File: src/rtl/core/cau_pkg.sv
`timescale 1ns / 1ps

package cau_pkg;

  localparam int CAU_W         = 32;
  localparam int CAU_FRAC_BITS = 24;
  localparam int CAU_SW        = 2 * CAU_W + 2;
  localparam int CAU_STEPS     = CAU_W + 1;
  localparam int CAU_RW        = 2 * CAU_W + 1;
  localparam int CAU_SRW       = CAU_W + 3;

  localparam logic signed [CAU_SW-1:0] CAU_SMAX =
    {{(CAU_SW - CAU_W + 1){1'b0}}, {(CAU_W - 1){1'b1}}};
  localparam logic signed [CAU_SW-1:0] CAU_SMIN =
    {{(CAU_SW - CAU_W + 1){1'b1}}, {(CAU_W - 1){1'b0}}};

  typedef enum logic [2:0] {
    CMD_ADD = 3'd0,
    CMD_SUB = 3'd1,
    CMD_MUL = 3'd2,
    CMD_DIV = 3'd3,
    CMD_MAG = 3'd4
  } cau_cmd_e;

  typedef struct packed {
    logic [2:0]              cmd;
    logic signed [CAU_W-1:0] a_re;
    logic signed [CAU_W-1:0] a_im;
    logic signed [CAU_W-1:0] b_re;
    logic signed [CAU_W-1:0] b_im;
  } cau_req_t;

  typedef struct packed {
    logic signed [CAU_W-1:0] res_re;
    logic signed [CAU_W-1:0] res_im;
    logic                    overflow;
    logic                    div_zero;
  } cau_res_t;

  typedef struct packed {
    logic [CAU_W-1:0] re;
    logic [CAU_W-1:0] im;
    logic             ov;
  } cau_fix_t;

  typedef struct packed {
    logic [2:0]                cmd;
    cau_fix_t                  fix;
    logic signed [2*CAU_W:0]   mre;
    logic signed [2*CAU_W:0]   mim;
    logic signed [2*CAU_W:0]   nre;
    logic signed [2*CAU_W:0]   nim;
    logic [2*CAU_W-1:0]        den;
    logic [2*CAU_W-1:0]        sq;
  } cau_sum_t;

  typedef struct packed {
    logic [CAU_RW-1:0] rem;
    logic [CAU_W:0]    bits;
    logic [CAU_W:0]    q;
    logic              neg;
    logic              hi;
  } cau_dlane_t;

  typedef struct packed {
    logic [CAU_SRW-1:0]  rem;
    logic [2*CAU_W+1:0]  src;
    logic [CAU_W:0]      root;
  } cau_sqrt_t;

  typedef struct packed {
    logic [2:0]         cmd;
    cau_fix_t           fix;
    cau_dlane_t         dre;
    cau_dlane_t         dim;
    logic [2*CAU_W-1:0] den;
    cau_sqrt_t          sq;
  } cau_pipe_t;

  function automatic logic [CAU_W:0] cau_sat(input logic signed [CAU_SW-1:0] v);
    logic [CAU_W:0] r;
    if (v > CAU_SMAX) begin
      r = {1'b1, CAU_SMAX[CAU_W-1:0]};
    end else if (v < CAU_SMIN) begin
      r = {1'b1, CAU_SMIN[CAU_W-1:0]};
    end else begin
      r = {1'b0, v[CAU_W-1:0]};
    end
    return r;
  endfunction

endpackage

File: src/rtl/core/cau_step.sv
`timescale 1ns / 1ps

module cau_step (
  input  logic               clk_i,
  input  logic               rst_ni,
  input  logic               valid_i,
  input  cau_pkg::cau_pipe_t pipe_i,
  output logic               valid_o,
  output cau_pkg::cau_pipe_t pipe_o
);
  import cau_pkg::*;

  cau_pipe_t              pipe_d, pipe_q;
  logic                   valid_q;
  logic [CAU_SRW+1:0]     sx, st;
  logic                   sge;

  function automatic cau_dlane_t lane_step(input cau_dlane_t l,
                                           input logic [2*CAU_W-1:0] den);
    cau_dlane_t        r;
    logic [CAU_RW-1:0] sh;
    logic [CAU_RW-1:0] dx;
    logic              ge;
    sh     = {l.rem[CAU_RW-2:0], l.bits[CAU_W]};
    dx     = CAU_RW'(den);
    ge     = (sh >= dx);
    r      = l;
    r.rem  = ge ? sh - dx : sh;
    r.q    = {l.q[CAU_W-1:0], ge};
    r.bits = {l.bits[CAU_W-1:0], 1'b0};
    return r;
  endfunction

  always_comb begin
    pipe_d     = pipe_i;
    pipe_d.dre = lane_step(pipe_i.dre, pipe_i.den);
    pipe_d.dim = lane_step(pipe_i.dim, pipe_i.den);
    sx  = {pipe_i.sq.rem, pipe_i.sq.src[2*CAU_W+1:2*CAU_W]};
    st  = (CAU_SRW+2)'({pipe_i.sq.root, 2'b01});
    sge = (sx >= st);
    pipe_d.sq.rem  = sge ? CAU_SRW'(sx - st) : CAU_SRW'(sx);
    pipe_d.sq.root = {pipe_i.sq.root[CAU_W-1:0], sge};
    pipe_d.sq.src  = {pipe_i.sq.src[2*CAU_W-1:0], 2'b00};
  end

  always_ff @(posedge clk_i or negedge rst_ni) begin
    if (!rst_ni) begin
      valid_q <= 1'b0;
    end else begin
      valid_q <= valid_i;
    end
  end

  always_ff @(posedge clk_i) begin
    pipe_q <= pipe_d;
  end

  assign valid_o = valid_q;
  assign pipe_o  = pipe_q;

endmodule

File: config.mk
export PLATFORM = sky130hd
export DESIGN_NAME = cau_step
export DESIGN_NICKNAME = d
export VERILOG_FILES = /design/src/rtl/core/cau_pkg.sv /design/src/rtl/core/cau_step.sv
export SDC_FILE = /design/constraint.sdc
export NUM_CORES = 1
export LEC_CHECK = 0
export BUFFER_PORTS_ARGS = -buffer_cell sky130_fd_sc_hd__buf_4
export CAP_MARGIN = 20
export CELL_PAD_IN_SITES_DETAIL_PLACEMENT = 1
export CELL_PAD_IN_SITES_GLOBAL_PLACEMENT = 1
export CORE_AREA = 2 2 416 418
export DETAILED_ROUTE_END_ITERATION = 8
export DIE_AREA = 0 0 418 420
export PLACE_DENSITY = 0.37
export SYNTH_ARGS = -nofsm -noshare
export SYNTH_HDL_FRONTEND = slang
export SYNTH_SLANG_ARGS = --single-unit
File: constraint.sdc
create_clock -name clk_i -period 0.8 [get_ports clk_i]
set_input_delay 0.12 -clock clk_i [delete_from_list [all_inputs] [get_ports clk_i]]
set_output_delay 0.12 -clock clk_i [all_outputs]
set_load 0.005 [all_outputs]
==> summary.txt <==
Logic synthesis
  – Cell accounting for the most synthesized area: dfxtp_1
  – Yosys reg bits: roughly 530
  – Main synth FF type: dfxtp_1
  – Count of cell types in the netlist: 81
  – Most common cell in the netlist: dfxtp_1
  – Top cells by count, synth: dfxtp_1, a21oi_1, nor2_1, ha_1, nand2_1
  – Syn Area/Cell: about 9.4 µm²
  – Synth async-reset ratio: 0.189%
  – Top post-synthesis cells by area: dfxtp_1, ha_1, a21oi_1
  – Mapped cell area: 22,500 µm²
  – Ys Warns: 0
  – Synth top area share: between 40% and 50%
  – Post-Syn Instances: 2,384
  – Post-synth EDFFs: 0
  – Register area share after synthesis: 47.1%

Critical path
  – Critical Path Start Type: input pin
  – Crit. End Element: flip-flop
  – CP delay by family, top: compound AO/OA/AOI/OAI gates
  – Worst Path Required: 1.37 ns
  – Crit-path max FO: 6
  – Slowest Stage Delay on Critical Path: 0.55 ns
  – CP Data Arrival Time: ~3.2 ns
  – CP cell instances: buf_4 -> inv_12 -> ha_4 -> and4_4 -> nand2b_4 -> or4_4 -> a2111oi_4 -> o31ai_4 -> a21oi_4 -> o211ai_1 -> a31o_4 -> buf_6 -> o41ai_2
  – Bufs and invs on worst path: 3
  – Slowest CP cell: or4_4
  – CP Class: input pin to flip-flop

Pwr
  – Int Power: approximately 0.070 W
  – PwrDens: ~1900 nW/µm²
  – Switching pwr: around 0.032 W
  – Peak VDD IR: between 1 and 1.5 mV
  – Total Power: between 0.1 and 0.15 W
  – Lkg Pwr: between 20 and 25 nW
  – Clock share of power: between 30% and 40%
  – Gate power share: 34.7%
  – Sw Share: a little under a third
  – Flop pwr share: between 30% and 40%

Placed design
  – Gpl congestion: 0.811
  – Detailed Place HPWL: roughly 140 mm
  – # port buffers: 1,059

Drt
  – WL final: approximately 170 mm
  – Vias: between 20,000 and 30,000
  – Top Layer Used: met5
  – Vias per inst: just under 4
  – Met3 WL: slightly above 8 mm
  – Initial drt markers: ~750
  – Routed Antenna Nets: 0
  – Pre-antenna DRT Iters: 5
  – Wl on met1: 61.0 mm
  – Avg WL per Cell: 24.0 µm
  – DRC Markers: 0
  – Met2 Routed Length: 94.6 mm

Clock network
  – H-Tree Depth: 3
  – Num CTS Buffers: between 70 and 80
  – Clock Tree Root: clkbuf_16
  – Clock sinks: 529
  – Reg clk slew, reported paths: roughly 0.06 ns
  – Deepest clock path buffer count: 3
  – CTS tree: done

Floorplanning
  – Io pins: about 1,100
  – Die Wd: between 400 and 500 µm
  – # rows: 152
  – Initial Utilization: between 10% and 20%
  – Die ar.: 176,000 µm²
  – Core Footprint: around 170,000 µm²
  – Die height: ~420 µm

Timing
  – Final hold slack: -0.407 ns
  – Max-slew violations: 0
  – RSZ-0062 raised after global routing: yes
  – Worst-Margin Slew: 0.638 ns
  – Clock period minus worst slack: 2.60 ns
  – Max-slew headroom: between 50% and 60%
  – # setup viols final: 700
  – Fin. Hold Viols: 17
  – Final period util: 325%
  – FMAX: between 0.3 and 0.4 GHz
  – Final worst slack: -1.80 ns

Global routing
  – Number of global-route vias before repair: 30,502
  – Total track usage: 18.8%
  – GR Overflow Total: 0
  – Largest net degree at the start of global routing: 27
  – First-pass GRT wire length: 232 mm
  – Initial antenna violation count: 34

Cells and area
  – FILL cells: roughly 19,000
  – Share of layout cells above drive strength 1: 58.0%
  – Layout area overhead: 141%
  – Register area: 11,000 µm²
  – Layout Nets: 5,625
  – Footprint of the multi-input gates: between 10,000 and 15,000 µm²

Run status
  – Status: finished with violations
  – Failing checks: hold timing, setup timing

Run
  – Max-cap violations: 0

Min path
  – Min-Delay Path Class: input pin to flip-flop
cell usage in the layout (no fill, tap or decap), types with 43 or more instances in the layout:
cell type      synthesis  routed
buf_4                  8    1541
dlygate4sd3_1          0     581
buf_6                  4     346
dfxtp_2                0     261
dfxtp_1              528     247
a21oi_1              252     154
nand2_1              163     122
inv_1                147     107
nor2_1               169      99
ha_1                 163      90
a21o_1                90      89
a21oi_2                1      81
xnor2_1               88      79
clkbuf_16              0      76
o21ai_0              130      68
ha_4                   0      68
xor2_1                57      54
nor2_4                 0      53
nand4_1               45      45
nand3_1               48      43
sequential cells by signal, summed over array words and instances (netlist names):
signal,flops
pipe_o,528
valid_o,1
path summary, 6_finish.rpt:
kind                                        to  cells after the start   startpoint  slack, ns
min                        pipe_o[134]$_DFF_P_                      1  pipe_i[134]      -0.41
max in group asynchronous    valid_o$_DFF_PN0_                      3       rst_ni       0.40
max                        pipe_o[324]$_DFF_P_                     13  pipe_i[157]      -1.80
min in group asynchronous    valid_o$_DFF_PN0_                      3       rst_ni       0.29
what timing repair did:
item,in CTS,in global routing
buffers inserted,57,38
cloned,19,4
endpoints found under the setup margin,697,697
hold buffers,542,42
gates resized for setup,1040,164
pin swaps,78,87
endpoints found under the hold margin,527,60
per-layer routing:
layer | GRT usage [%] | vias up
met5 | 0 | -
met4 | 9.44 | 8
met3 | 3.93 | 259
met2 | 36.5 | 727
met1 | 18.8 | 13367
li1 | - | 13500
cell families after synthesis:
family	count (synthesis)	synth area share (%)
fa+ha+maj	165	9.24
flops	529	47.1
buf+inv	233	4.30
compound gates	700	19.6
xor+xnor	145	5.64
mux	45	2.24
other cells	1	0.0167
simple gates	566	11.9
area by class of cell:
cell class                 count  area share, %
antenna                        9         0.0416
clock buffer                 107           4.05
clock inverter                27          0.704
inverter                     148           1.37
multi-input combinational   1626           26.1
sequential                   529           20.3
tap                         2233           5.16
timing repair buffer        2540           41.9
timing repair inverter         6          0.307
power groups by stage:
stage | logic, W | clock network [W] | registers [W]
after global routing | 0.0380 | 0.0381 | 0.0315
final | 0.0355 | 0.0355 | 0.0313
after CTS | 0.0348 | 0.0372 | 0.0313
after global placement | 0.0277 | 0 | 0.0311
after floorplan | 0.0104 | 0 | 0.0310
after detailed placement | 0.0277 | 0 | 0.0311
stage by stage:
stage                     worst slack, ns  cells  area (µm²)  utilization (%)  setup TNS, ns
after CTS                           -1.69   7150       52800             30.9        -546.37
after floorplan                     -1.91   2387       24200                -        -266.92
after global placement              -2.78   6408       40400             23.7        -400.05
after global routing                -1.88   7223       54200             31.7        -549.73
after detailed placement            -2.84   6408       40400             23.7        -406.92
final                               -1.80   7225       54200             31.7        -501.77
(Power assumes the default switching activity.)
