`config.mk`:
```
export PLATFORM = sky130hd
export DESIGN_NAME = cau_init
export DESIGN_NICKNAME = d
export VERILOG_FILES = /design/src/rtl/core/cau_pkg.sv /design/src/rtl/core/cau_init.sv
export SDC_FILE = /design/constraint.sdc
export NUM_CORES = 1
export LEC_CHECK = 0
export BUFFER_PORTS_ARGS = -buffer_cell sky130_fd_sc_hd__clkbuf_2
export CAP_MARGIN = 40
export CORE_AREA = 4 4 379 381
export CTS_CLUSTER_SIZE = 10
export DETAILED_ROUTE_END_ITERATION = 12
export DIE_AREA = 0 0 383 385
export PLACE_DENSITY = 0.33
export SLEW_MARGIN = 10
export SYNTH_ARGS = -nofsm -noshare
export SYNTH_HDL_FRONTEND = slang
export SYNTH_SLANG_ARGS = --single-unit
```
`constraint.sdc`:
```
create_clock -name clk_i -period 0.8 [get_ports clk_i]
set_clock_uncertainty 0.05 [all_clocks]
set_input_delay 0.08 -clock clk_i [delete_from_list [all_inputs] [get_ports clk_i]]
set_output_delay 0.08 -clock clk_i [all_outputs]
set_load 0.02 [all_outputs]
```
`src/rtl/core/cau_pkg.sv`:
```
`timescale 1ns / 1ps

package cau_pkg;

  localparam int CAU_W         = 32;
  localparam int CAU_FRAC_BITS = 24;
  localparam int CAU_SW        = 2 * CAU_W + 2;
  localparam int CAU_STEPS     = CAU_W + 1;
  localparam int CAU_RW        = 2 * CAU_W + 1;
  localparam int CAU_SRW       = CAU_W + 3;

  localparam logic signed [CAU_SW-1:0] CAU_SMAX =
    {{(CAU_SW - CAU_W + 1){1'b0}}, {(CAU_W - 1){1'b1}}};
  localparam logic signed [CAU_SW-1:0] CAU_SMIN =
    {{(CAU_SW - CAU_W + 1){1'b1}}, {(CAU_W - 1){1'b0}}};

  typedef enum logic [2:0] {
    CMD_ADD = 3'd0,
    CMD_SUB = 3'd1,
    CMD_MUL = 3'd2,
    CMD_DIV = 3'd3,
    CMD_MAG = 3'd4
  } cau_cmd_e;

  typedef struct packed {
    logic [2:0]              cmd;
    logic signed [CAU_W-1:0] a_re;
    logic signed [CAU_W-1:0] a_im;
    logic signed [CAU_W-1:0] b_re;
    logic signed [CAU_W-1:0] b_im;
  } cau_req_t;

  typedef struct packed {
    logic signed [CAU_W-1:0] res_re;
    logic signed [CAU_W-1:0] res_im;
    logic                    overflow;
    logic                    div_zero;
  } cau_res_t;

  typedef struct packed {
    logic [CAU_W-1:0] re;
    logic [CAU_W-1:0] im;
    logic             ov;
  } cau_fix_t;

  typedef struct packed {
    logic [2:0]                cmd;
    cau_fix_t                  fix;
    logic signed [2*CAU_W:0]   mre;
    logic signed [2*CAU_W:0]   mim;
    logic signed [2*CAU_W:0]   nre;
    logic signed [2*CAU_W:0]   nim;
    logic [2*CAU_W-1:0]        den;
    logic [2*CAU_W-1:0]        sq;
  } cau_sum_t;

  typedef struct packed {
    logic [CAU_RW-1:0] rem;
    logic [CAU_W:0]    bits;
    logic [CAU_W:0]    q;
    logic              neg;
    logic              hi;
  } cau_dlane_t;

  typedef struct packed {
    logic [CAU_SRW-1:0]  rem;
    logic [2*CAU_W+1:0]  src;
    logic [CAU_W:0]      root;
  } cau_sqrt_t;

  typedef struct packed {
    logic [2:0]         cmd;
    cau_fix_t           fix;
    cau_dlane_t         dre;
    cau_dlane_t         dim;
    logic [2*CAU_W-1:0] den;
    cau_sqrt_t          sq;
  } cau_pipe_t;

  function automatic logic [CAU_W:0] cau_sat(input logic signed [CAU_SW-1:0] v);
    logic [CAU_W:0] r;
    if (v > CAU_SMAX) begin
      r = {1'b1, CAU_SMAX[CAU_W-1:0]};
    end else if (v < CAU_SMIN) begin
      r = {1'b1, CAU_SMIN[CAU_W-1:0]};
    end else begin
      r = {1'b0, v[CAU_W-1:0]};
    end
    return r;
  endfunction

endpackage

```
`src/rtl/core/cau_init.sv`:
```
`timescale 1ns / 1ps

module cau_init #(
  parameter int FRAC_BITS = cau_pkg::CAU_FRAC_BITS
) (
  input  logic               clk_i,
  input  logic               rst_ni,
  input  logic               valid_i,
  input  cau_pkg::cau_sum_t  sum_i,
  output logic               valid_o,
  output cau_pkg::cau_pipe_t pipe_o
);
  import cau_pkg::*;

  localparam int DW = 3 * CAU_W + FRAC_BITS + 1;

  logic signed [2*CAU_W:0] mre_sh, mim_sh;
  logic [CAU_W:0]          sat_re, sat_im;
  cau_pipe_t               pipe_d, pipe_q;
  logic                    valid_q;

  function automatic cau_dlane_t lane_init(input logic signed [2*CAU_W:0] n,
                                           input logic [2*CAU_W-1:0] den);
    cau_dlane_t              l;
    logic signed [2*CAU_W:0] neg_n;
    logic [2*CAU_W-1:0]      mag;
    logic [DW-1:0]           dext;
    logic [DW-1:0]           dcmp;
    neg_n  = -n;
    l.neg  = n[2*CAU_W];
    mag    = l.neg ? neg_n[2*CAU_W-1:0] : n[2*CAU_W-1:0];
    dext   = DW'(mag) << FRAC_BITS;
    dcmp   = DW'(den) << (CAU_W + 1);
    l.hi   = (dext >= dcmp);
    l.rem  = CAU_RW'(dext >> (CAU_W + 1));
    l.bits = dext[CAU_W:0];
    l.q    = '0;
    return l;
  endfunction

  always_comb begin
    mre_sh = sum_i.mre >>> FRAC_BITS;
    mim_sh = sum_i.mim >>> FRAC_BITS;
    sat_re = cau_sat(CAU_SW'(mre_sh));
    sat_im = cau_sat(CAU_SW'(mim_sh));
    pipe_d.cmd = sum_i.cmd;
    case (sum_i.cmd)
      CMD_MUL: begin
        pipe_d.fix.re = sat_re[CAU_W-1:0];
        pipe_d.fix.im = sat_im[CAU_W-1:0];
        pipe_d.fix.ov = sat_re[CAU_W] | sat_im[CAU_W];
      end
      default: begin
        pipe_d.fix = sum_i.fix;
      end
    endcase
    pipe_d.dre     = lane_init(sum_i.nre, sum_i.den);
    pipe_d.dim     = lane_init(sum_i.nim, sum_i.den);
    pipe_d.den     = sum_i.den;
    pipe_d.sq.rem  = '0;
    pipe_d.sq.src  = {2'b00, sum_i.sq};
    pipe_d.sq.root = '0;
  end

  always_ff @(posedge clk_i or negedge rst_ni) begin
    if (!rst_ni) begin
      valid_q <= 1'b0;
    end else begin
      valid_q <= valid_i;
    end
  end

  always_ff @(posedge clk_i) begin
    pipe_q <= pipe_d;
  end

  assign valid_o = valid_q;
  assign pipe_o  = pipe_q;

endmodule

```
==> flow_summary.yaml <==
power_and_ir_drop:
  power_frac_seq: 0.315
  swShare: 0.307
  switchingPower_uw: 18400
  clockPowerShare: 0.397
  combPwrFrac: 0.288
  power.density_nw_per_um2: 1700
  intPower_uw: 41600
  p_leak_uw: 0.0158
  finalPower_uw: 60000
  vdd_drop_max_mv: 1.26
logic_synthesis:
  synthDistinctLibCells: 50
  synth-seq-area-share: 0.459
  synthCells: 1486
  ys_ff_latch: 329
  ys_warn_count: 0
  synth.avg_cell_area_sq_um: 9.66
  synth_area_sq_um: 14400
  synth_edf_count: 0
  synthFlopType: "dfxtp_1"
  synthArstFlopShare: 0.00304
cells_and_area:
  utilization: 0.251
  multi_input_area_sq_um: 9400
  regArea_sq_um: 7010
  layout-drive-gt1-share: 0.642
  fillers: 15100
  nets: 3604
  final_cells: 4974
  area_delta_synth_final_pct: 145
timing:
  relSlewSlack: 0.592
  tightest_slew_ns: 0.607
  period_needed_ns: 3.84
  setup_viol: 538
  period_share: 4.80
  report.final.slew_viol_count: 0
  whs_ns: -0.321
  rsz0062_at_grt: "yes"
  worst_slack_ns: -3.04
  hold_viol_final: 115
  fmax_mhz: 261
hold_path:
  hold_class: "input pin to flip-flop"
  whs_path_depth: 2
  min_to: "pipe_o[320]"
  min-delay-start: "sum_i[191]"
clocking:
  cts-root-buf: "clkbuf_16"
  clkSinkCount: 329
  cts_tree: "built"
  h-tree-depth: 2
  cts_buffers: 49
  cts_max_path_buffers: 3
  path_clk_slew_ns: 0.06
setup_path:
  worstPathMaxFanout: 6
  crit_arrival_ns: 4.33
  end_kind: "flip-flop"
  critPathKind: "input pin to flip-flop"
  worstPathRequired_ns: 1.29
  startpoint_type: "input pin"
routing:
  antenna_left: 0
  drc: 0
  drt_iter0_drc: 393
  firstDrtPassIters: 5
  post_drt_wl_per_cell_um: 20.6
  routed-via-count: 16400
  routed_wl_mm: 102
  viasPerCell: 3.29
global_route:
  grt_antenna_before_repair: 51
  met1_usage: 0.137
  grt-ovfl-total: 0
  grt_usage: 0.133
  top_usage_layer: "met2"
  grt_max_degree: 44
  grt_pass1_vias: 17500
  use_met2: 0.246
  grt.met3_usage: 0.0563
  grt_pass1_wl_mm: 136
floorplanning:
  die_width_um: 383
  io_pins: 992
  start_util: 0.102
  fp.dieH_um: 385
  dieArea_sq_um: 147000
  num_rows: 138
  core_sq_um: 141000
place:
  hpwl_mm: 85.6
  port_buffers: 739
  finalWeightedCongestion: 0.802
  pre_cts_ws_ns: -4.06
  dp_cells: 4514
status:
  violations: "hold timing, setup timing"
  status: "finished, violations left"
flow_run:
  max_cap_viol_count: 0
## metrics by stage
step                      hold slack (ns)  setup TNS, ns  instance area (sq um)
after floorplan                    -0.266        -178.24                  16300
after global placement             -0.183        -266.74                  24100
after detailed placement           -0.185        -264.22                  24100
after CTS                          -0.395        -300.22                  34100
after global routing               -0.363        -305.80                  35200
final                              -0.321        -278.91                  35200
## cell usage after synthesis (all sizes together) (2+ instances only)
| library cell | instances | area, sq um |
|---|---|---|
| a2111oi | 3 | 26.3 |
| a211oi | 4 | 30.0 |
| a21boi | 3 | 22.5 |
| a21o | 10 | 75.1 |
| a21oi | 73 | 365 |
| a221oi | 2 | 17.5 |
| a31oi | 4 | 25.0 |
| buf | 207 | 1550 |
| clkbuf | 35 | 131 |
| dfxtp | 328 | 6570 |
| ha | 112 | 1400 |
| inv | 63 | 236 |
| nand2 | 130 | 490 |
| nand2b | 6 | 45.0 |
| nand3 | 26 | 143 |
| nand4 | 24 | 150 |
| nor2 | 56 | 210 |
| nor2b | 2 | 12.5 |
| nor3 | 13 | 76.3 |
| nor4 | 17 | 106 |
| o211ai | 4 | 30.0 |
| o21ai | 122 | 611 |
| o221ai | 2 | 17.5 |
| o31ai | 41 | 343 |
| o41ai | 17 | 164 |
| or2 | 7 | 43.8 |
| or3 | 26 | 168 |
| or4 | 16 | 131 |
| xnor2 | 122 | 1070 |
| xor2 | 2 | 17.5 |
## critical path, cell delays in order
cell      delay [ns]
buf_6           0.09
or4_4           0.54
or4_4           0.50
or4_4           0.44
or3_4           0.38
nor3_4          0.15
buf_6           0.14
nand3_4         0.14
buf_8           0.20
buf_6           0.12
o31ai_4         0.21
xnor2_2         0.11
ha_1            0.33
nand3_2         0.10
or3_4           0.40
nor3_2          0.17
nand3_1         0.10
o221ai_1        0.09
## worst max path at each step
stage                           from           to  depth (start not counted)
after CTS                 sum_i[198]  pipe_o[331]                         19
after global placement    sum_i[198]  pipe_o[331]                         18
after global routing      sum_i[198]  pipe_o[331]                         18
final                     sum_i[198]  pipe_o[331]                         18
after floorplan           sum_i[198]  pipe_o[331]                         17
after detailed placement  sum_i[198]  pipe_o[331]                         18
## layout by cell type (no fill, tap or decap), types with 10 or more instances in the layout
cell           instances
xnor2_2               90
o21ai_0               43
nand3_1               20
o21ai_1               32
dlygate4sd3_1        310
nor2_1                52
a21oi_2               30
a21o_1                10
conb_1               204
o21ai_2               11
nand2_1              105
buf_6                 48
clkbuf_16             54
clkbuf_2             404
o41ai_4               15
xnor2_1               23
ha_1                 110
buf_8                324
or3_4                 19
diode_2               13
o21ai_4               36
o31ai_4               38
or4_4                 12
dfxtp_2              323
nand4_1               24
nand2_4               12
buf_4                411
inv_1                 58
a21oi_1               43
clkbuf_8              11
buf_12                25
## logic make-up after synthesis
family          share of synthesized area
simple gates                        0.113
other cells                      0.000261
flops                               0.459
compound gates                      0.121
buf+inv                             0.133
xor+xnor                           0.0756
fa+ha+maj                          0.0976
## routing by layer
| layer | share of wire | vias to the layer above |
|---|---|---|
| met5 | 0.00089 | - |
| met4 | 0.024 | 14 |
| met3 | 0.10 | 146 |
| met2 | 0.52 | 728 |
| met1 | 0.36 | 7609 |
| li1 | - | 7857 |
## timing repair
action	4_1_cts	5_1_grt
gates cloned	3	2
setup endpoints to repair	454	517
gates resized for setup	1203	439
endpoints found under the hold margin	327	122
hold buffers	311	3
pin swaps	101	64
buffers inserted	31	25
## power by group through the flow
stage / combinational, uW / sequential (uW) / clock [uW]
after floorplan: 4690 / 20000 / 0
after global placement: 12600 / 18500 / 0
after detailed placement: 12500 / 18500 / 0
after CTS: 16700 / 18600 / 25100
after global routing: 18600 / 19000 / 25500
final: 17300 / 18900 / 23800
## cell type report
| type | instances | share of cell area |
|---|---|---|
| Inverter | 63 | 0.00756 |
| Clock inverter | 22 | 0.00980 |
| Timing Repair Buffer | 1535 | 0.410 |
| Clock buffer | 67 | 0.0393 |
| Antenna cell | 13 | 0.000923 |
| Sequential cell | 329 | 0.199 |
| Tap cell | 1890 | 0.0671 |
| Multi-Input combinational cell | 1055 | 0.267 |
## flip-flops by register name, summed over array words and instances, names as in the netlist
register / flops
valid_o: 1
pipe_o: 328
No activity file was read; power rests on OpenSTA's default activity.
