### src/rtl/core/cau_pkg.sv
`timescale 1ns / 1ps

package cau_pkg;

  localparam int CAU_W         = 32;
  localparam int CAU_FRAC_BITS = 24;
  localparam int CAU_SW        = 2 * CAU_W + 2;
  localparam int CAU_STEPS     = CAU_W + 1;
  localparam int CAU_RW        = 2 * CAU_W + 1;
  localparam int CAU_SRW       = CAU_W + 3;

  localparam logic signed [CAU_SW-1:0] CAU_SMAX =
    {{(CAU_SW - CAU_W + 1){1'b0}}, {(CAU_W - 1){1'b1}}};
  localparam logic signed [CAU_SW-1:0] CAU_SMIN =
    {{(CAU_SW - CAU_W + 1){1'b1}}, {(CAU_W - 1){1'b0}}};

  typedef enum logic [2:0] {
    CMD_ADD = 3'd0,
    CMD_SUB = 3'd1,
    CMD_MUL = 3'd2,
    CMD_DIV = 3'd3,
    CMD_MAG = 3'd4
  } cau_cmd_e;

  typedef struct packed {
    logic [2:0]              cmd;
    logic signed [CAU_W-1:0] a_re;
    logic signed [CAU_W-1:0] a_im;
    logic signed [CAU_W-1:0] b_re;
    logic signed [CAU_W-1:0] b_im;
  } cau_req_t;

  typedef struct packed {
    logic signed [CAU_W-1:0] res_re;
    logic signed [CAU_W-1:0] res_im;
    logic                    overflow;
    logic                    div_zero;
  } cau_res_t;

  typedef struct packed {
    logic [CAU_W-1:0] re;
    logic [CAU_W-1:0] im;
    logic             ov;
  } cau_fix_t;

  typedef struct packed {
    logic [2:0]                cmd;
    cau_fix_t                  fix;
    logic signed [2*CAU_W:0]   mre;
    logic signed [2*CAU_W:0]   mim;
    logic signed [2*CAU_W:0]   nre;
    logic signed [2*CAU_W:0]   nim;
    logic [2*CAU_W-1:0]        den;
    logic [2*CAU_W-1:0]        sq;
  } cau_sum_t;

  typedef struct packed {
    logic [CAU_RW-1:0] rem;
    logic [CAU_W:0]    bits;
    logic [CAU_W:0]    q;
    logic              neg;
    logic              hi;
  } cau_dlane_t;

  typedef struct packed {
    logic [CAU_SRW-1:0]  rem;
    logic [2*CAU_W+1:0]  src;
    logic [CAU_W:0]      root;
  } cau_sqrt_t;

  typedef struct packed {
    logic [2:0]         cmd;
    cau_fix_t           fix;
    cau_dlane_t         dre;
    cau_dlane_t         dim;
    logic [2*CAU_W-1:0] den;
    cau_sqrt_t          sq;
  } cau_pipe_t;

  function automatic logic [CAU_W:0] cau_sat(input logic signed [CAU_SW-1:0] v);
    logic [CAU_W:0] r;
    if (v > CAU_SMAX) begin
      r = {1'b1, CAU_SMAX[CAU_W-1:0]};
    end else if (v < CAU_SMIN) begin
      r = {1'b1, CAU_SMIN[CAU_W-1:0]};
    end else begin
      r = {1'b0, v[CAU_W-1:0]};
    end
    return r;
  endfunction

endpackage

### src/rtl/core/cau_finish.sv
`timescale 1ns / 1ps

module cau_finish (
  input  logic               clk_i,
  input  logic               rst_ni,
  input  logic               valid_i,
  input  cau_pkg::cau_pipe_t pipe_i,
  output logic               valid_o,
  output cau_pkg::cau_res_t  res_o
);
  import cau_pkg::*;

  cau_res_t       res_d, res_q;
  logic           valid_q;
  logic [CAU_W:0] lre, lim;

  function automatic logic [CAU_W:0] lane_sat(input cau_dlane_t l);
    logic [CAU_W:0] r;
    logic [CAU_W:0] nq;
    logic           big;
    nq = ~l.q + 1'b1;
    if (l.neg) begin
      big = l.hi | l.q[CAU_W] | (l.q[CAU_W-1] & (|l.q[CAU_W-2:0]));
      r   = big ? {1'b1, CAU_SMIN[CAU_W-1:0]} : {1'b0, nq[CAU_W-1:0]};
    end else begin
      big = l.hi | l.q[CAU_W] | l.q[CAU_W-1];
      r   = big ? {1'b1, CAU_SMAX[CAU_W-1:0]} : {1'b0, l.q[CAU_W-1:0]};
    end
    return r;
  endfunction

  always_comb begin
    lre = lane_sat(pipe_i.dre);
    lim = lane_sat(pipe_i.dim);
    res_d.res_re   = pipe_i.fix.re;
    res_d.res_im   = pipe_i.fix.im;
    res_d.overflow = pipe_i.fix.ov;
    res_d.div_zero = 1'b0;
    case (pipe_i.cmd)
      CMD_ADD, CMD_SUB, CMD_MUL: begin
        res_d.res_re   = pipe_i.fix.re;
        res_d.res_im   = pipe_i.fix.im;
        res_d.overflow = pipe_i.fix.ov;
      end
      CMD_DIV: begin
        if (pipe_i.den == '0) begin
          res_d.res_re   = '0;
          res_d.res_im   = '0;
          res_d.overflow = 1'b0;
          res_d.div_zero = 1'b1;
        end else begin
          res_d.res_re   = lre[CAU_W-1:0];
          res_d.res_im   = lim[CAU_W-1:0];
          res_d.overflow = lre[CAU_W] | lim[CAU_W];
        end
      end
      CMD_MAG: begin
        res_d.res_im = '0;
        if (pipe_i.sq.root[CAU_W] | pipe_i.sq.root[CAU_W-1]) begin
          res_d.res_re   = CAU_SMAX[CAU_W-1:0];
          res_d.overflow = 1'b1;
        end else begin
          res_d.res_re   = pipe_i.sq.root[CAU_W-1:0];
          res_d.overflow = 1'b0;
        end
      end
      default: begin
        res_d.res_re   = '0;
        res_d.res_im   = '0;
        res_d.overflow = 1'b0;
      end
    endcase
  end

  always_ff @(posedge clk_i or negedge rst_ni) begin
    if (!rst_ni) begin
      valid_q <= 1'b0;
    end else begin
      valid_q <= valid_i;
    end
  end

  always_ff @(posedge clk_i) begin
    res_q <= res_d;
  end

  assign valid_o = valid_q;
  assign res_o   = res_q;

endmodule

### config.mk
export PLATFORM = sky130hd
export DESIGN_NAME = cau_finish
export DESIGN_NICKNAME = d
export VERILOG_FILES = /design/src/rtl/core/cau_pkg.sv /design/src/rtl/core/cau_finish.sv
export SDC_FILE = /design/constraint.sdc
export NUM_CORES = 1
export LEC_CHECK = 0
export ABC_AREA = 1
export BUFFER_PORTS_ARGS = -buffer_cell sky130_fd_sc_hd__buf_2
export CAP_MARGIN = 20
export CORE_AREA = 10 10 229 231
export CTS_BUF_LIST = sky130_fd_sc_hd__clkbuf_8
export CTS_CLUSTER_SIZE = 40
export DETAILED_ROUTE_END_ITERATION = 7
export DIE_AREA = 0 0 239 241
export PLACE_DENSITY = 0.39
export SYNTH_ARGS = -nofsm -noshare
export SYNTH_HDL_FRONTEND = slang
export SYNTH_SLANG_ARGS = --single-unit
### constraint.sdc
create_clock -name clk_i -period 1.1 [get_ports clk_i]
set_clock_uncertainty 0.15 [all_clocks]
set_input_delay 0.22 -clock clk_i [delete_from_list [all_inputs] [get_ports clk_i]]
set_output_delay 0.22 -clock clk_i [all_outputs]
set_load 0.02 [all_outputs]
==> impl_metrics.py, run 1 <==
metrics = {
    "setup_path": {
        "critical_path_arrival_ns": 1.53,
        "path_delay_family": "simple AND/OR/NAND/NOR gates",
        "cpMostUsedCell": "sky130_fd_sc_hd__nand2_1",
        "timing.critical_path.buf_inv": 3,
        "cell_by_cell_listing_of_the_critical_path": "buf_6 > nor2_4 > nand2_1 > nor2_2 > nand2_1 > nor2_2 > nand2_2 > nand2_8 > buf_6 > buf_16 > nor2_4 > nand3_2 > nand2_1",
        "critPathMaxFanout": 5,
        "timing.critical_path.to_type": "flip-flop",
        "path_class": "in2reg",
        "crit_path_max_incr_delay_ns": 0.16,
        "crit_cells": 13,
        "type_of_element_launching_the_critical_path": "input pin",
        "critical_path_data_required_time_ns": 1.26,
        "timing.critical_path.slowest_stage_cell": "sky130_fd_sc_hd__buf_16",
        "origin_of_the_worst_setup_path": "pipe_i[190]",
    },
    "sta": {
        "layout_worst_path_cycle_share_pct": 123.8,
        "final_max_slew_viol_count": 0,
        "setup_violations": 132,
        "timing.setup.tns_ns": -21.36,
        "final.min_clock_period_ns": 1.362,
        "final_worst_slack_ns": -0.2623,
        "final_hold_viols": 1,
        "fmax_mhz": 734.1,
        "max-slew-margin-rel_pct": 69.04,
        "unrepaired_setup_endpoints_after_global_routing": "true",
        "hold-worst-slack_ns": -0.01487,
        "tightestPinTransition_ns": 0.4644,
    },
    "hold_path": {
        "worst_hold_path.num_cells": 3,
        "worst_hold_path_type": "in2reg",
        "worstHoldStart": "pipe_i[516]",
        "whs_endpoint": "res_o[53]$_DFF_P_",
    },
    "floorplanning": {
        "core_area_sq_mm": 0.04755,
        "initial_core_util_pct": 10.86,
        "fp.dieW_um": 239,
        "die_area_sq_mm": 0.05760,
        "fp-row-count": 80,
        "die-height_um": 241,
        "io_pins": 602,
    },
    "pwr": {
        "fin_total_pwr_uw": 8810,
        "power.leakage_uw": 0.005753,
        "peakVddDrop_uv": 608.8,
        "p_per_area_mw_per_mm2": 693.1,
    },
    "clock_network": {
        "clock_sink_count": 67,
        "numCtsBuffers": 9,
        "cts.clk_slew.worst_paths_ns": 0.08,
        "cts_hold_repair.buffers": 91,
        "cts_tree": "done",
        "ctsLongestPathBuffers": 2,
        "clock_tree.root_cell": "sky130_fd_sc_hd__clkbuf_8",
        "htree_levels": 3,
    },
    "global_routing": {
        "via_count_of_the_first_global_routing_pass": 9044,
        "grt_overflow": 0,
        "first_pass_grt_wire_length_mm": 56.24,
        "grt_start_max_net_pins": 46,
        "initial_antenna_violation_count": 3,
        "grt_use_total_pct": 13.18,
    },
    "logic_synthesis": {
        "netlist_area_sq_mm": 0.005162,
        "yosys_warnings": 0,
        "netlist.area_leader.share_pct": 25.59,
        "synth_seq_cells": 67,
        "yosysSeqAreaShare_pct": 26.08,
        "synth.top_cells.by_count": "sky130_fd_sc_hd__nand2_1 (310), sky130_fd_sc_hd__nor2_1 (205), sky130_fd_sc_hd__nand3_1 (105)",
        "async_flop_share_pct": 1.493,
        "synth_nets": 1485,
        "synth_top_flop_cell": "sky130_fd_sc_hd__dfxtp_1",
        "post_synth_num_cell_types": 34,
        "synthesis.area_per_instance_sq_um": 5.446,
        "synth_area_leaders": "sky130_fd_sc_hd__dfxtp_1 (26%), sky130_fd_sc_hd__nand2_1 (23%), sky130_fd_sc_hd__nor2_1 (15%)",
        "synth_top_area_cell": "sky130_fd_sc_hd__dfxtp_1",
        "synth_enable_flop_cells": 0,
        "synthesis.instances": 948,
        "synth_most_common_cell": "sky130_fd_sc_hd__nand2_1",
    },
    "route": {
        "drtIter0Drc": 332,
        "drt_wl_total_mm": 38.42,
        "routedWlPerCell_um": 17.65,
        "vias": 8541,
        "ant_nets": 0,
        "remaining_drc_errors": 0,
        "router_iterations_before_antenna_repair": 5,
        "avg_vias_per_cell": 3.923,
    },
    "layout": {
        "combined_flip_flop_and_latch_cell_area_sq_mm": 0.001456,
        "syn2layout_area_growth_pct": 146.2,
        "multi_input_area_sq_mm": 0.004788,
        "nets": 2094,
        "design_area_sq_mm": 0.01271,
        "drive_above_1_share_pct": 57.01,
        "filler_cell_count": 5192,
    },
    "run_status": {
        "violations": "hold timing, setup timing",
        "outcome": "finished, violations left",
    },
    "placed_design": {
        "post_detail_place_hpwl_mm": 30.49,
        "placement.setup.worst_slack_ns": -0.9394,
        "numPortBuffers": 304,
        "globalplace.congestion": 0.8752,
        "post_dp_cell_area_sq_mm": 0.009128,
    },
    "job": {
        "timing.max_cap.violations": 0,
    },
}
-- through the flow --
stage,util [%],cells
2_1_floorplan,-,948
3_3_place_gp,19.20,2032
3_5_place_dp,19.20,2032
4_1_cts,25.38,2172
5_1_grt,26.74,2177
6_report,26.74,2177
-- per-layer routing --
metal  wire [um]  GRT usage [%]  up-vias
met2       18640          22.46      262
met4        1133          4.264        2
met3        2485          4.095       45
met5          13              0        -
met1       16150          15.48     3950
li1            -              -     4282
-- power by group --
part           leakage, uW  internal (uW)  switching, uW
clock             0.000103           1000           1120
combinational      0.00507           1960           1930
sequential        0.000582           2650            138
total              0.00575           5610           3200
-- layout by cell type, fill, tap and decap left out, types with 5 or more instances in the layout --
| cell type | instances |
|---|---|
| sky130_fd_sc_hd__a21oi_1 | 21 |
| sky130_fd_sc_hd__nand2_1 | 249 |
| sky130_fd_sc_hd__nand3_1 | 43 |
| sky130_fd_sc_hd__buf_4 | 200 |
| sky130_fd_sc_hd__nand2_8 | 6 |
| sky130_fd_sc_hd__dlygate4sd3_1 | 91 |
| sky130_fd_sc_hd__buf_12 | 17 |
| sky130_fd_sc_hd__nand3_2 | 43 |
| sky130_fd_sc_hd__buf_2 | 197 |
| sky130_fd_sc_hd__nor3_2 | 6 |
| sky130_fd_sc_hd__nand4_1 | 8 |
| sky130_fd_sc_hd__nor3_1 | 10 |
| sky130_fd_sc_hd__nor2_4 | 59 |
| sky130_fd_sc_hd__nor2_1 | 108 |
| sky130_fd_sc_hd__o21ai_1 | 12 |
| sky130_fd_sc_hd__nor2_2 | 47 |
| sky130_fd_sc_hd__nand2_4 | 6 |
| sky130_fd_sc_hd__inv_1 | 46 |
| sky130_fd_sc_hd__inv_12 | 5 |
| sky130_fd_sc_hd__nand2_2 | 52 |
| sky130_fd_sc_hd__inv_2 | 9 |
| sky130_fd_sc_hd__dfxtp_4 | 11 |
| sky130_fd_sc_hd__buf_16 | 5 |
| sky130_fd_sc_hd__buf_6 | 112 |
| sky130_fd_sc_hd__nand3_4 | 21 |
| sky130_fd_sc_hd__clkbuf_8 | 9 |
| sky130_fd_sc_hd__o21ai_2 | 10 |
| sky130_fd_sc_hd__dfxtp_2 | 55 |
| sky130_fd_sc_hd__o21ai_0 | 70 |
-- kinds of logic (layout without fill, tap and decap cells) --
| logic type | count (synthesis) | after routing | share of synthesized area [%] |
|---|---|---|---|
| XOR/XNOR | 4 | 4 | 0.6787 |
| flip-flops | 67 | 67 | 26.08 |
| other | 0 | 1 | 0 |
| adder cells (fa/ha/maj) | 2 | 2 | 0.4847 |
| buffers and inverters | 94 | 705 | 7.562 |
| AO/OA/AOI/OAI | 122 | 122 | 12.17 |
| AND/OR/NAND/NOR | 659 | 661 | 53.03 |
-- cell type report --
| class | count | area share [%] |
|---|---|---|
| multi-input combinational | 789 | 37.67 |
| clock buffer | 9 | 0.9744 |
| tap | 615 | 6.053 |
| clock inverter | 6 | 0.4035 |
| antenna | 1 | 0.01969 |
| timing repair buffer | 626 | 40.89 |
| inverter | 64 | 2.539 |
| sequential | 67 | 11.46 |
-- repair_timing --
action,4_1_cts,5_1_grt
setup buffers,26,7
pin swaps,65,108
resized for setup,444,185
cloned,9,0
endpoints found under the setup margin,133,133
endpoints found under the hold margin,68,1
-- flip-flops by register name (all words and copies together) (netlist names) --
signal	cells
valid_o	1
res_o	66
-- worst max path at each step --
stage	endpoint	slack [ns]
2_1_floorplan	res_o[23]$_DFF_P_	-0.32
3_3_place_gp	res_o[23]$_DFF_P_	-0.93
3_5_place_dp	res_o[18]$_DFF_P_	-0.94
4_1_cts	res_o[9]	-0.28
5_1_grt	res_o[31]$_DFF_P_	-0.33
6_report	res_o[31]$_DFF_P_	-0.26
-- worst min-delay path, cell delays in order --
cell and delay [ns]:
sky130_fd_sc_hd__buf_2 0.08, sky130_fd_sc_hd__a21oi_1 0.14, sky130_fd_sc_hd__o21ai_2 0.08
(Power assumes the default switching activity.)
==> run 2: changes to the inputs <==
SKIP_LAST_GASP = 1   (was not set)
clock period = 1.5 ns   (was 1.1 ns; I/O delays follow)
==> impl_metrics.py, run 2 (same netlist as run 1, synthesis figures left out) <==
metrics = {
    "layout": {
        "drive_above_1_share_pct": 38.44,
        "combined_flip_flop_and_latch_cell_area_sq_mm": 0.001359,
        "largest_reg_flops": 66,
        "syn2layout_area_growth_pct": 94.81,
        "layout_commonest_cell": "sky130_fd_sc_hd__nand2_1",
        "nets": 2033,
        "filler_cell_count": 5429,
        "final_core_utilization_pct": 21.15,
        "most-common-layout-cells": "sky130_fd_sc_hd__nand2_1 (306), sky130_fd_sc_hd__buf_2 (301), sky130_fd_sc_hd__nor2_1 (180), sky130_fd_sc_hd__buf_4 (176), sky130_fd_sc_hd__nand3_1 (97)",
        "multi_input_area_sq_mm": 0.003602,
    },
    "hold_path": {
        "worst_hold_path_type": "in2reg",
        "worstHoldStart": "pipe_i[9]",
    },
    "global_routing": {
        "via_count_of_the_first_global_routing_pass": 8311,
        "grt_use_total_pct": 11.93,
        "grt_overflow": 0,
        "initial_antenna_violation_count": 3,
        "first_pass_grt_wire_length_mm": 50.83,
        "grt_start_max_net_pins": 24,
    },
    "setup_path": {
        "critical_path_data_required_time_ns": 1.67,
        "cell_by_cell_listing_of_the_critical_path": "buf_2 > inv_6 > ha_4 > nand2_4 > nor2_1 > nand2_1 > nor2_1 > nand2_1 > nand2_1 > nand2_1 > nand3_1 > nand2_1",
        "critical_path_arrival_ns": 1.63,
        "critPathMaxFanout": 4,
        "origin_of_the_worst_setup_path": "pipe_i[200]",
        "path_class": "in2reg",
        "timing.critical_path.slowest_stage_cell": "sky130_fd_sc_hd__nor2_1",
        "timing.critical_path.buf_inv": 2,
        "path_delay_family": "simple AND/OR/NAND/NOR gates",
        "cpMostUsedCell": "sky130_fd_sc_hd__nand2_1",
        "type_of_element_launching_the_critical_path": "input pin",
        "crit_path_max_incr_delay_ns": 0.25,
        "timing.critical_path.to_type": "flip-flop",
    },
    "pwr": {
        "p_sw_share_pct": 35.09,
        "power.leakage_uw": 0.005017,
        "p_per_area_mw_per_mm2": 595.4,
        "peakVddDrop_uv": 493.1,
        "combinationalPowerShare_pct": 35.6,
        "power.switching_uw": 2101,
        "p_clk_share_pct": 31.1,
        "p_int_uw": 3887,
        "fin_total_pwr_uw": 5988,
        "power.share.sequential_pct": 33.3,
    },
    "sta": {
        "max-slew-margin-rel_pct": 75.22,
        "timing.setup.tns_ns": 0,
        "layout_worst_path_cycle_share_pct": 96.81,
        "fmax_mhz": 688.7,
        "final_hold_viols": 0,
        "final_max_slew_viol_count": 0,
        "hold-worst-slack_ns": 0.05186,
        "setup_violations": 0,
        "final.min_clock_period_ns": 1.452,
        "final_worst_slack_ns": 0.04790,
        "tightestPinTransition_ns": 0.3704,
    },
    "clock_network": {
        "clock_sink_count": 67,
        "cts.clk_slew.worst_paths_ns": 0.09,
        "numCtsBuffers": 9,
        "postCtsSetupRepairBufs": 0,
        "clock_tree.root_cell": "sky130_fd_sc_hd__clkbuf_8",
        "ctsLongestPathBuffers": 2,
        "htree_levels": 3,
        "cts_tree": "done",
    },
    "route": {
        "routedWlPerCell_um": 16.43,
        "avg_vias_per_cell": 3.759,
        "vias": 7962,
        "remaining_drc_errors": 0,
        "drt_wl_total_mm": 34.80,
        "drtIter0Drc": 334,
        "ant_nets": 0,
        "router_iterations_before_antenna_repair": 5,
    },
    "floorplanning": {
        "initial_core_util_pct": 10.86,
        "die_area_sq_mm": 0.05760,
        "die-height_um": 241,
        "io_pins": 602,
        "fp.dieW_um": 239,
        "core_area_sq_mm": 0.04755,
        "fp-row-count": 80,
    },
    "placed_design": {
        "placement.setup.worst_slack_ns": -0.5517,
        "post_detail_place_hpwl_mm": 29.89,
        "numPortBuffers": 304,
        "globalplace.congestion": 0.8657,
    },
    "run_status": {
        "outcome": "complete, no violations",
    },
    "job": {
        "timing.max_cap.violations": 0,
    },
}
## run 2: per-layer routing
layer  share of wire (%)  global-route usage (%)  up-vias
li1                    -                       -     4130
met4                 2.0                   3.376        2
met3                 6.8                   3.969       34
met1                  45                   14.47     3549
met2                  46                   19.76      247
met5               0.034                       0        -
## run 2: cell type report
type	instances	area share, %
clock buffers	10	1.369
inverters	64	2.501
multi-input cells	787	35.82
flip-flops and latches	67	13.51
diodes	2	0.04976
clock inverters	6	0.8211
well taps	615	7.651
repair buffers	567	38.28
## run 2: worst paths after layout
kind / slack (ns) / cells past startpoint / to
hold / removal: 0.05 / 5 / res_o[43]$_DFF_P_
min in group asynchronous: 0.57 / 3 / valid_o$_DFF_PN0_
setup / recovery: 0.05 / 12 / res_o[32]$_DFF_P_
max in group asynchronous: 0.53 / 3 / valid_o$_DFF_PN0_
## run 2: what timing repair did
action | CTS | global route
hold buffers | 77 | 0
pin swaps | 0 | 4
endpoints found under the hold margin | 62 | 0
endpoints found under the setup margin | 23 | 50
gates resized for setup | 17 | 30
## run 2: metrics by stage
stage                     cell area (sq um)  cells
after floorplan                        5248    948
after CTS                              9966   2116
after detailed placement               8940   2023
after global routing                  10050   2116
final                                 10060   2118
after global placement                 8940   2023
## run 2: power by group through the flow
stage                     logic, uW  clock network [uW]  registers (uW)
after global placement         1980                   0            2040
final                          2130                1860            1990
after global routing           2350                2020            2010
after floorplan                 603                   0            2190
after CTS                      2150                1990            2000
after detailed placement       1980                   0            2030
